==> src/hdl/lpcs_pkg.sv <==
// shared constants and types for the lint pseudo-comment scanner
`default_nettype none

package lpcs_pkg;

   // word buffer size and derived widths
   localparam int WORD_CAPACITY = 12;
   localparam int LEN_W         = $clog2(WORD_CAPACITY + 1);
   localparam int IDX_W         = $clog2(WORD_CAPACITY);

   // item kinds on the request channel
   typedef enum logic [1:0] {
      REQ_START       = 2'd0,
      REQ_CHAR        = 2'd1,
      REQ_COMMIT_STMT = 2'd2,
      REQ_COMMIT_FUNC = 2'd3
   } req_kind_type;

   // character codes of interest
   localparam logic [7:0] CHAR_SPACE = 8'h20;
   localparam logic [7:0] CHAR_TAB   = 8'h09;
   localparam logic [7:0] CHAR_STAR  = 8'h2A;
   localparam logic [7:0] CHAR_ZERO  = 8'h30;
   localparam logic [7:0] CHAR_NINE  = 8'h39;

   // keywords, written reversed so the first character sits in the low byte
   localparam int KW_NOTREACHED_LEN = 10;
   localparam int KW_ARGSUSED_LEN   = 8;
   localparam int KW_LINTLIB_LEN    = 11;
   localparam int KW_VARARGS_LEN    = 7;

   localparam logic [8*KW_NOTREACHED_LEN-1:0] KW_NOTREACHED = "DEHCAERTON";
   localparam logic [8*KW_ARGSUSED_LEN-1:0]   KW_ARGSUSED   = "DESUSGRA";
   localparam logic [8*KW_LINTLIB_LEN-1:0]    KW_LINTLIB    = "YRARBILTNIL";
   localparam logic [8*KW_VARARGS_LEN-1:0]    KW_VARARGS    = "SGRARAV";

   // variable-argument count when none is given
   localparam logic signed [4:0] VARARGS_NONE = -5'sd1;

   // committed flags as returned with every item
   typedef struct packed {
      logic              lint_library;
      logic              args_used;
      logic signed [4:0] varargs_count;
      logic              not_reached;
   } flags_type;

endpackage

`default_nettype wire

==> src/hdl/lint_pseudo_comment_scanner.sv <==
// top level of the lint pseudo-comment scanner
`default_nettype none

// channel  dir  tdata                               tuser
// req_     in   [7:0] char_code                     [1:0] req_type
// rsp_     out  [0] not_reached, [5:1] varargs_count,
//               [6] args_used, [7] lint_library      -
//
// every item gives exactly one result item, one item per cycle sustained while rsp_tready is high
// each item passes an input register, then the scan step into the result register
// the input register refills in the same cycle that it drains, so a stalled result
// still leaves room for one more item
// synchronous active-high reset returns the scanner to skipping spaces with all flags clear
// and the pending variable-argument count at none

module lint_pseudo_comment_scanner (
   input  wire logic       clock,
   input  wire logic       reset,
   // request channel
   input  wire logic       req_tvalid,
   output logic            req_tready,
   input  wire logic [7:0] req_tdata,   // [7:0] char_code
   input  wire logic [1:0] req_tuser,   // [1:0] req_type
   // result channel
   output logic            rsp_tvalid,
   input  wire logic       rsp_tready,
   output logic [7:0]      rsp_tdata    // [0] not_reached, [5:1] varargs_count,
                                        // [6] args_used, [7] lint_library
);

   // scan position within the current comment
   typedef enum logic [1:0] {
      SCAN_SPACE,
      SCAN_WORD,
      SCAN_DONE
   } scan_state_type;

   // input register
   logic       in_valid_ff, in_valid_in;
   logic [7:0] in_char_ff, in_char_in;
   logic [1:0] in_kind_ff, in_kind_in;

   // scanner state
   scan_state_type                     scan_ff, scan_in;
   logic [7:0]                         word_chars_ff [lpcs_pkg::WORD_CAPACITY];
   logic [lpcs_pkg::LEN_W-1:0]         word_length_ff, word_length_in;
   logic                               word_we;
   logic [lpcs_pkg::IDX_W-1:0]         word_idx;

   logic                               pend_not_reached_ff, pend_not_reached_in;
   logic signed [4:0]                  pend_varargs_ff, pend_varargs_in;
   logic                               pend_args_used_ff, pend_args_used_in;
   lpcs_pkg::flags_type                held_ff, held_in;

   // result register
   logic                               rsp_valid_ff, rsp_valid_in;
   lpcs_pkg::flags_type                rsp_data_ff, rsp_data_in;

   // matching
   logic [8*lpcs_pkg::WORD_CAPACITY-1:0] word_vec;
   logic                                 word_short;
   logic                                 hit_not_reached;
   logic                                 hit_args_used;
   logic                                 hit_lint_library;
   logic                                 hit_varargs_bare;
   logic                                 hit_varargs_digit;
   logic [7:0]                           digit_off;

   logic                                 advance;
   logic                                 is_blank;
   logic                                 is_delim;
   lpcs_pkg::req_kind_type               item_kind;

   assign advance    = in_valid_ff && (!rsp_valid_ff || rsp_tready);
   assign req_tready = !in_valid_ff || advance;
   assign rsp_tvalid = rsp_valid_ff;
   assign rsp_tdata  = rsp_data_ff;

   assign item_kind = lpcs_pkg::req_kind_type'(in_kind_ff);
   assign is_blank  = (in_char_ff == lpcs_pkg::CHAR_SPACE) || (in_char_ff == lpcs_pkg::CHAR_TAB);
   assign is_delim  = is_blank || (in_char_ff == lpcs_pkg::CHAR_STAR);
   assign word_idx  = word_length_ff[lpcs_pkg::IDX_W-1:0];

   // flatten the word buffer, first character in the low byte
   always_comb begin
      for (int i = 0; i < lpcs_pkg::WORD_CAPACITY; i++) begin
         word_vec[8*i +: 8] = word_chars_ff[i];
      end
   end

   // parallel keyword compare, a full buffer never matches
   always_comb begin
      word_short = word_length_ff < lpcs_pkg::LEN_W'(lpcs_pkg::WORD_CAPACITY);
      hit_not_reached = word_short
         && (word_length_ff == lpcs_pkg::LEN_W'(lpcs_pkg::KW_NOTREACHED_LEN))
         && (word_vec[8*lpcs_pkg::KW_NOTREACHED_LEN-1:0] == lpcs_pkg::KW_NOTREACHED);
      hit_args_used = word_short
         && (word_length_ff == lpcs_pkg::LEN_W'(lpcs_pkg::KW_ARGSUSED_LEN))
         && (word_vec[8*lpcs_pkg::KW_ARGSUSED_LEN-1:0] == lpcs_pkg::KW_ARGSUSED);
      hit_lint_library = word_short
         && (word_length_ff == lpcs_pkg::LEN_W'(lpcs_pkg::KW_LINTLIB_LEN))
         && (word_vec[8*lpcs_pkg::KW_LINTLIB_LEN-1:0] == lpcs_pkg::KW_LINTLIB);
      hit_varargs_bare = word_short
         && (word_length_ff == lpcs_pkg::LEN_W'(lpcs_pkg::KW_VARARGS_LEN))
         && (word_vec[8*lpcs_pkg::KW_VARARGS_LEN-1:0] == lpcs_pkg::KW_VARARGS);
      // keyword followed by one decimal digit
      hit_varargs_digit = word_short
         && (word_length_ff == lpcs_pkg::LEN_W'(lpcs_pkg::KW_VARARGS_LEN + 1))
         && (word_vec[8*lpcs_pkg::KW_VARARGS_LEN-1:0] == lpcs_pkg::KW_VARARGS)
         && (word_chars_ff[lpcs_pkg::KW_VARARGS_LEN] >= lpcs_pkg::CHAR_ZERO)
         && (word_chars_ff[lpcs_pkg::KW_VARARGS_LEN] <= lpcs_pkg::CHAR_NINE);
      digit_off = word_chars_ff[lpcs_pkg::KW_VARARGS_LEN] - lpcs_pkg::CHAR_ZERO;
   end

   // next state for one item
   always_comb begin
      in_valid_in         = in_valid_ff;
      in_char_in          = in_char_ff;
      in_kind_in          = in_kind_ff;
      scan_in             = scan_ff;
      word_length_in      = word_length_ff;
      word_we             = 1'b0;
      pend_not_reached_in = pend_not_reached_ff;
      pend_varargs_in     = pend_varargs_ff;
      pend_args_used_in   = pend_args_used_ff;
      held_in             = held_ff;
      rsp_valid_in        = rsp_valid_ff && !rsp_tready;
      rsp_data_in         = rsp_data_ff;

      if (advance) begin
         in_valid_in = 1'b0;
         unique case (item_kind)
            lpcs_pkg::REQ_START: begin
               scan_in        = SCAN_SPACE;
               word_length_in = '0;
            end
            lpcs_pkg::REQ_CHAR: begin
               // leading blanks are skipped, a star ends the scan, anything else opens the word
               if ((scan_ff == SCAN_WORD) || (scan_ff == SCAN_SPACE && !is_blank)) begin
                  if (is_delim) begin
                     scan_in = SCAN_DONE;
                     if (hit_not_reached) begin
                        pend_not_reached_in = 1'b1;
                     end else if (hit_args_used) begin
                        pend_args_used_in = 1'b1;
                     end else if (hit_lint_library) begin
                        held_in.lint_library = 1'b1;
                     end else if (hit_varargs_bare) begin
                        pend_varargs_in = '0;
                     end else if (hit_varargs_digit) begin
                        pend_varargs_in = 5'(digit_off);
                     end
                  end else if (word_short) begin
                     scan_in        = SCAN_WORD;
                     word_we        = 1'b1;
                     word_length_in = word_length_ff + 1'b1;
                  end else begin
                     // overlong word, give up on this comment
                     scan_in = SCAN_DONE;
                  end
               end
            end
            lpcs_pkg::REQ_COMMIT_STMT: begin
               held_in.not_reached = pend_not_reached_ff;
               pend_not_reached_in = 1'b0;
            end
            lpcs_pkg::REQ_COMMIT_FUNC: begin
               held_in.varargs_count = pend_varargs_ff;
               held_in.args_used     = pend_args_used_ff;
               pend_varargs_in       = lpcs_pkg::VARARGS_NONE;
               pend_args_used_in     = 1'b0;
            end
            default: begin
            end
         endcase
         rsp_valid_in = 1'b1;
         rsp_data_in  = held_in;
      end

      if (req_tvalid && req_tready) begin
         in_valid_in = 1'b1;
         in_char_in  = req_tdata;
         in_kind_in  = req_tuser;
      end
   end

   always_ff @(posedge clock) begin
      if (reset) begin
         in_valid_ff         <= 1'b0;
         scan_ff             <= SCAN_SPACE;
         word_length_ff      <= '0;
         pend_not_reached_ff <= 1'b0;
         pend_varargs_ff     <= lpcs_pkg::VARARGS_NONE;
         pend_args_used_ff   <= 1'b0;
         held_ff             <= '0;
         rsp_valid_ff        <= 1'b0;
      end else begin
         in_valid_ff         <= in_valid_in;
         scan_ff             <= scan_in;
         word_length_ff      <= word_length_in;
         pend_not_reached_ff <= pend_not_reached_in;
         pend_varargs_ff     <= pend_varargs_in;
         pend_args_used_ff   <= pend_args_used_in;
         held_ff             <= held_in;
         rsp_valid_ff        <= rsp_valid_in;
      end
      in_char_ff  <= in_char_in;
      in_kind_ff  <= in_kind_in;
      rsp_data_ff <= rsp_data_in;
      if (word_we) begin
         word_chars_ff[word_idx] <= in_char_ff;
      end
   end

endmodule

`default_nettype wire
==> config.mk <==
export PLATFORM = sky130hd
export DESIGN_NAME = lint_pseudo_comment_scanner
export DESIGN_NICKNAME = d
export VERILOG_FILES = /design/src/hdl/lpcs_pkg.sv /design/src/hdl/lint_pseudo_comment_scanner.sv
export SDC_FILE = /design/constraint.sdc
export NUM_CORES = 1
export LEC_CHECK = 0
export BUFFER_PORTS_ARGS = -buffer_cell sky130_fd_sc_hd__buf_2
export CAP_MARGIN = 25
export CORE_MARGIN = 4
export CORE_UTILIZATION = 65
export DETAILED_ROUTE_END_ITERATION = 12
export PLACE_DENSITY = 0.84
export SYNTH_ARGS = -nofsm -noshare
export SYNTH_HDL_FRONTEND = slang
export SYNTH_SLANG_ARGS = --single-unit
export TNS_END_PERCENT = 10
==> constraint.sdc <==
create_clock -name clock -period 8.4 [get_ports clock]
set_clock_uncertainty 0.15 [all_clocks]
set_input_delay 0.84 -clock clock [delete_from_list [all_inputs] [get_ports clock]]
set_output_delay 0.84 -clock clock [all_outputs]
set_load 0.05 [all_outputs]
==> impl_results.md, run 1 <==
- Met2 routed WL: 5.302 mm
- Simple-gate area share of the yosys netlist: 0.1786
- FF-to-FF path depth: 7
- Endpoint of the most critical setup path: word_chars_ff[2][1]
- Number of H-tree levels: 4
- Die Outline Area: 9140 um2
- Launch point of the worst path: in_char_ff[0]
- Insertion delay to the later sink of the worst-skew pair: 0.53 ns
- Largest net degree at the start of global routing: 25
- Clock root cell: clkbuf_8
- Initial standard-cell utilization of the core: 0.6769
- Signed area change from the synthesized netlist to the final layout: 16.25%
- CP max FO: 16
- Worst min-delay path category: reg2reg
- Non-filler instance count after layout: 487
- Row cnt: 31
- Routed metal-1 wirelength: 4.200 mm
- Kind of launch point of the worst setup path: flip-flop
- Status: completed
- Total number of yosys warnings: 0
- Most numerous cell in the Yosys netlist: edfxtp_1
- Remaining design rule violation count: 0
- Post-synthesis mux area share: 0.02358
- Ys async rst share: 0
- GRT overflow: 0
- Top post-synthesis cells by area: edfxtp_1 64%, dfxtp_1 9.2%, nand2_1 2.0%
- Proportion of layout cells with a drive suffix above 1: 0.1727
- Number of enable-type register cells in the synthesized netlist: 106
- Final HPWL from detailed placement: 6.574 mm
- Peak supply drop: 172.4 uV
- CP Data Required Time: 8.43 ns
- Die Width: 95.61 um
- Core Region: 7370 um2
- Leak Pwr: 0.001963 uW
- First-pass GRT wire length: 17.25 mm
- CTS tree: built
- Adder-cell share of the synthesized area: 0.01003
- Inst Count DP: 455
- Register bit total from synthesis: 129
- Main combinational cell family by area after synthesis: simple AND/OR/NAND/NOR gates
- Prevailing post-synth register cell: edfxtp_1
- Slew @ Worst Pin: 0.6993 ns
- PD cells: 252.8 nW/um2
- Distinct cell type count after synthesis: 50
- Setup repair after global routing missed its margin: false
- Worst setup slack for register-to-register paths: 4.95 ns
- Clock Sink Count: 129
- Maximum capacitance violations: 0
- Number of nets at the end of the flow: 393
- Top cell type's share of synthesized area: 0.6381
- Vias post-DR: 3203
- Placer Congestion: 0.9801
- Routed WL: 11.02 mm
- GRT Util Overall: 0.2685
- Met3 routed WL: 1.079 mm
- Initial antenna violation count: 0
- Crit. End Element: flip-flop
- Final critical-path required period: 3.451 ns
- Worst reg2reg endpoint: word_chars_ff[2][1]
- Buffer levels on the longest clock path: 2
- Clock-pin slew reported for the worst setup and hold paths after clock tree synthesis: 0.06 ns
- Share of the synthesized netlist area taken by xor and xnor gates: 0
- Worst Path Class, Setup: reg2reg
- Mean instance size in the synthesized netlist: 14.80 um2
- DRT antenna net count: 0
- Chip height: 95.61 um
- Seq/Total Area, Yosys: 0.7304
- Cells resized by post-CTS repair: 0
- Top sig layer: met4
- Headroom to the max-slew limit: 0.5338
- Source of the worst register-to-register timing path: in_char_ff[0]
- Final Hold Viols: 0
- Cell types with the highest counts after synthesis: 106 x edfxtp_1, 26 x nand2_1, 23 x dfxtp_1, 17 x nor2_1, 14 x a21oi_1
- Post-route fraction of the period consumed by the critical path: 0.4108
- 1st-pass router iterations: 6
- Mapped Nets: 355
- Per-cell via count in the routed design: 6.577
- Number of top-level pins: 24
- Post-CTS setup buffer count: 0
- N_diodes: 0
- Number of buffers created by CTS: 17
- Fin. max-slew vios: 0
- Synthesized cell area: 4989 um2
- Gate count of the mapped netlist: 337
- Peak clock frequency supported by timing: 289.8 MHz
- Synth area leader: edfxtp_1
- DR iter-0 viols: 530
- Post-synthesis compound-gate area fraction: 0.04690
- Routed wire length per instance: 22.64 um
- Final count of negative-setup-slack endpoints: 0
- Setup tns final: 0 ns
- Number of buffers inserted for hold repair after clock tree synthesis: 0
- Port buffer count: 23
- Vias in the first global route: 3154
- Worst endpoint data arrival time: 3.48 ns
[worst min-delay path by stage]
stage	depth (start not counted)	endpoint	slack, ns	start
after floorplan	2	held_ff[7]	0.28	held_ff[7]
after global placement	2	held_ff[2]	0.29	held_ff[2]
after detailed placement	2	held_ff[2]	0.30	held_ff[2]
after CTS	2	held_ff[2]	0.30	held_ff[2]
after global routing	2	held_ff[0]	0.32	held_ff[0]
final	2	held_ff[0]	0.30	held_ff[0]
[routing by layer]
metal  vias to the layer above  global-route usage
met1                      1536              0.3429
met4                         0              0.1173
li1                       1399                   -
met2                       212              0.4325
met3                        56             0.07419
met5                         -                   0
[registers in the layout, indices dropped and copies added (netlist names), 2 cells and up]
name             flops
held_ff              8
in_char_ff           8
in_kind_ff           2
pend_varargs_ff      5
rsp_tdata            8
scan_ff              2
word_chars_ff       88
word_idx             4
[where the power goes]
| group | internal (uW) | switching, uW |
|---|---|---|
| clock | 448 | 266 |
| combinational | 11.7 | 24.6 |
| sequential | 701 | 14.7 |
| total | 1160 | 305 |
[through the flow]
step | util | hold slack (ns) | total power (uW) | area, um2 | setup WS [ns]
6_report | 0.7869 | 0.3026 | 1466 | 5799 | 4.949
4_1_cts | 0.7869 | 0.3036 | 1467 | 5799 | 4.999
2_1_floorplan | - | 0.2803 | 746.9 | 4989 | 5.562
5_1_grt | 0.7869 | 0.3228 | 1506 | 5799 | 4.801
3_5_place_dp | 0.7078 | 0.2959 | 763.4 | 5216 | 4.642
3_3_place_gp | 0.7078 | 0.2897 | 762.1 | 5216 | 4.771
[final cells by class]
cell class,instances,area [um2]
Clock buffer,17,414.1
Timing Repair Buffer,25,130.1
Sequential cell,129,3643
Fill cell,388,1570
Clock inverter,15,168.9
Inverter,7,26.28
Tap cell,99,123.9
Multi-Input combinational cell,195,1292
[worst max-delay path, cell delays in order (launching register included)]
cell and delay, ns:
edfxtp_1 0.77, and4b_1 0.28, o31a_1 0.32, or2_2 0.32
nor3_1 0.17, buf_4 0.22, nor3b_1 0.43, and2_1 0.46
[cell families after synthesis]
group,Yosys count
AO/OA/AOI/OAI,37
flip-flops,129
adder cells (fa/ha/maj),4
multiplexers,11
buffers and inverters,13
AND/OR/NAND/NOR,143
[cell usage in the layout, fill, tap and decap left out, types with 4 or more instances in the layout]
| cell | netlist | final |
|---|---|---|
| a21oi_1 | 14 | 14 |
| and2_1 | 6 | 6 |
| and3_1 | 8 | 8 |
| buf_2 | 0 | 23 |
| clkbuf_16 | 0 | 16 |
| clkinvlp_4 | 0 | 6 |
| dfxtp_1 | 23 | 23 |
| edfxtp_1 | 106 | 106 |
| ha_1 | 4 | 4 |
| inv_1 | 7 | 7 |
| mux2_2 | 6 | 6 |
| mux2i_1 | 5 | 5 |
| nand2_1 | 26 | 26 |
| nand2b_1 | 6 | 6 |
| nand3_1 | 7 | 7 |
| nand3b_1 | 6 | 6 |
| nand4_1 | 4 | 4 |
| nand4b_1 | 8 | 8 |
| nor2_1 | 17 | 17 |
| nor2b_1 | 5 | 5 |
| nor3_1 | 9 | 9 |
| nor4_1 | 8 | 8 |
| nor4b_1 | 7 | 7 |
| nor4bb_1 | 5 | 5 |
| o21ai_0 | 7 | 7 |
Note: power is estimated with default switching activity, not from simulation.
==> inputs of run 2 (changes only) <==
CORE_UTILIZATION = 60   (was 65)
PLACE_DENSITY = 0.78   (was 0.84)
clock period = 3.2 ns   (was 8.4 ns; I/O delays follow)
==> impl_results.md, run 2 (synthesis results as in run 1) <==
- Kind of launch point of the worst setup path: flip-flop
- Initial antenna violation count: 0
- Fin. max-slew vios: 0
- Status: completed
- Routed WL: 11.37 mm
- Final core utilization: 0.7586
- Clock-pin slew reported for the worst setup and hold paths after clock tree synthesis: 0.06 ns
- GRT overflow: 0
- Maximum capacitance violations: 0
- Peak supply drop: 442.3 uV
- Register name with the most flops: word_chars_ff
- Row cnt: 32
- Remaining design rule violation count: 0
- Worst min-delay path category: in2reg
- Critical Path Max Stage Delay: 0.44 ns
- Post-CTS setup buffer count: 0
- Number of top-level pins: 24
- Number of buffers created by CTS: 17
- Critical path's slowest cell: edfxtp_1
- CP max FO: 11
- Setup tns final: 0 ns
- Vias in the first global route: 3330
- Vias post-DR: 3234
- First-pass GRT wire length: 18.09 mm
- Cell-by-cell listing of the critical path: buf_4 -> nor4bb_1 -> o31a_1 -> or2_2 -> nor3_1 -> nor3b_1 -> buf_4 -> and2_1
- Layout filler cell count: 452
- DR iter-0 viols: 368
- Proportion of layout cells with a drive suffix above 1: 0.1942
- Signed area change from the synthesized netlist to the final layout: 19.94%
- Clock root cell: clkbuf_8
- Die Outline Area: 9837 um2
- Clock Sink Count: 129
- Core Region: 7888 um2
- Most frequent standard cell in the layout excluding fill and tap cells: edfxtp_1
- Non-filler instance count after layout: 514
- Footprint of the multi-input gates: 1292 um2
- Chip height: 99.18 um
- Setup repair after global routing missed its margin: false
- Crit. End Element: flip-flop
- Number of flip-flops in the largest register: 88
- Initial standard-cell utilization of the core: 0.6325
- Insertion delay to the later sink of the worst-skew pair: 0.52 ns
- Inst Count DP: 470
- Library cell appearing most often on the critical path: buf_4
- CP Data Required Time: 3.23 ns
- Buffer levels on the longest clock path: 2
- Leak Pwr: 0.002081 uW
- Final HPWL from detailed placement: 7.205 mm
- PD cells: 627.0 nW/um2
- GRT Util Overall: 0.2469
- Top library cells by usage in the layout, fill and taps aside: 106 x edfxtp_1, 26 x nand2_1, 23 x dfxtp_1, 23 x buf_2, 18 x clkbuf_16
- Per-cell via count in the routed design: 6.292
- Placer Congestion: 0.9394
- Count of buffering cells on the critical path with inverters included: 2
- Final Hold Viols: 0
- Worst Path Class, Setup: reg2reg
- Dominant delay contributor by cell family on the critical path: simple AND/OR/NAND/NOR gates
- Final count of negative-setup-slack endpoints: 0
- Die Width: 99.18 um
- Peak clock frequency supported by timing: 340.7 MHz
- Number of nets at the end of the flow: 417
- Worst endpoint data arrival time: 2.96 ns
- Slew @ Worst Pin: 0.5284 ns
- N_diodes: 0
- Largest net degree at the start of global routing: 25
- Headroom to the max-slew limit: 0.6445
- CTS tree: built
- Number of H-tree levels: 4
- 1st-pass router iterations: 5
- Final critical-path required period: 2.935 ns
- Port buffer count: 23
- Post-route fraction of the period consumed by the critical path: 0.9172
- Seq. cell area: 3643 um2
- DRT antenna net count: 0
- Routed wire length per instance: 22.11 um
run 2: per-layer routing:
| metal | part of all wire | wire [um] | vias to the layer above | GRT usage |
|---|---|---|---|---|
| li1 | - | - | 1444 | - |
| met1 | 0.40 | 4495 | 1572 | 0.3162 |
| met2 | 0.50 | 5703 | 171 | 0.4029 |
| met3 | 0.068 | 773 | 47 | 0.05400 |
| met4 | 0.034 | 392 | 0 | 0.1166 |
| met5 | 0 | 0 | - | 0 |
run 2: final cells by class:
class                           count  area share
Timing Repair Buffer               49     0.05688
Multi-Input combinational cell    195      0.2160
Sequential cell                   129      0.6089
Tap cell                          102     0.02133
Clock buffer                       23     0.08344
Inverter                            7    0.004391
Clock inverter                      9    0.008992
run 2: report_power, final:
| group | total [uW] | leakage, uW | internal (uW) | switching [uW] |
|---|---|---|---|---|
| Clock | 1760 | 0.000274 | 1080 | 678 |
| Combinational | 141 | 0.000656 | 49.2 | 91.4 |
| Sequential | 1850 | 0.00115 | 1840 | 14.5 |
| Total | 3750 | 0.00208 | 2970 | 784 |
run 2: stage by stage:
stage | power, uW | instance area [um2] | hold WS [ns] | worst slack [ns]
floorplan | 1961 | 4989 | 0.2689 | 0.3841
global placement | 2010 | 5310 | 0.2892 | 0.4481
detailed placement | 2014 | 5310 | 0.2972 | 0.3722
CTS | 3751 | 5983 | 0.06198 | 0.3090
global route | 3863 | 5983 | 0.1124 | 0.08774
finish | 3751 | 5983 | 0.07576 | 0.2650
run 2: path summary, 6_finish.rpt:
path | startpoint | to | slack [ns] | cells after the start
hold reg to reg | held_ff[3] | held_ff[3] | 0.30 | 2
hold / removal | reset | in_valid_ff | 0.08 | 2
setup reg to reg | in_char_ff[5] | word_chars_ff[0][1] | 0.26 | 8
setup / recovery | in_char_ff[5] | word_chars_ff[0][1] | 0.26 | 8
run 2: timing repair:
action	CTS	global route
hold endpoints to repair	12	0
hold buffers	12	0
gates resized for setup	0	0
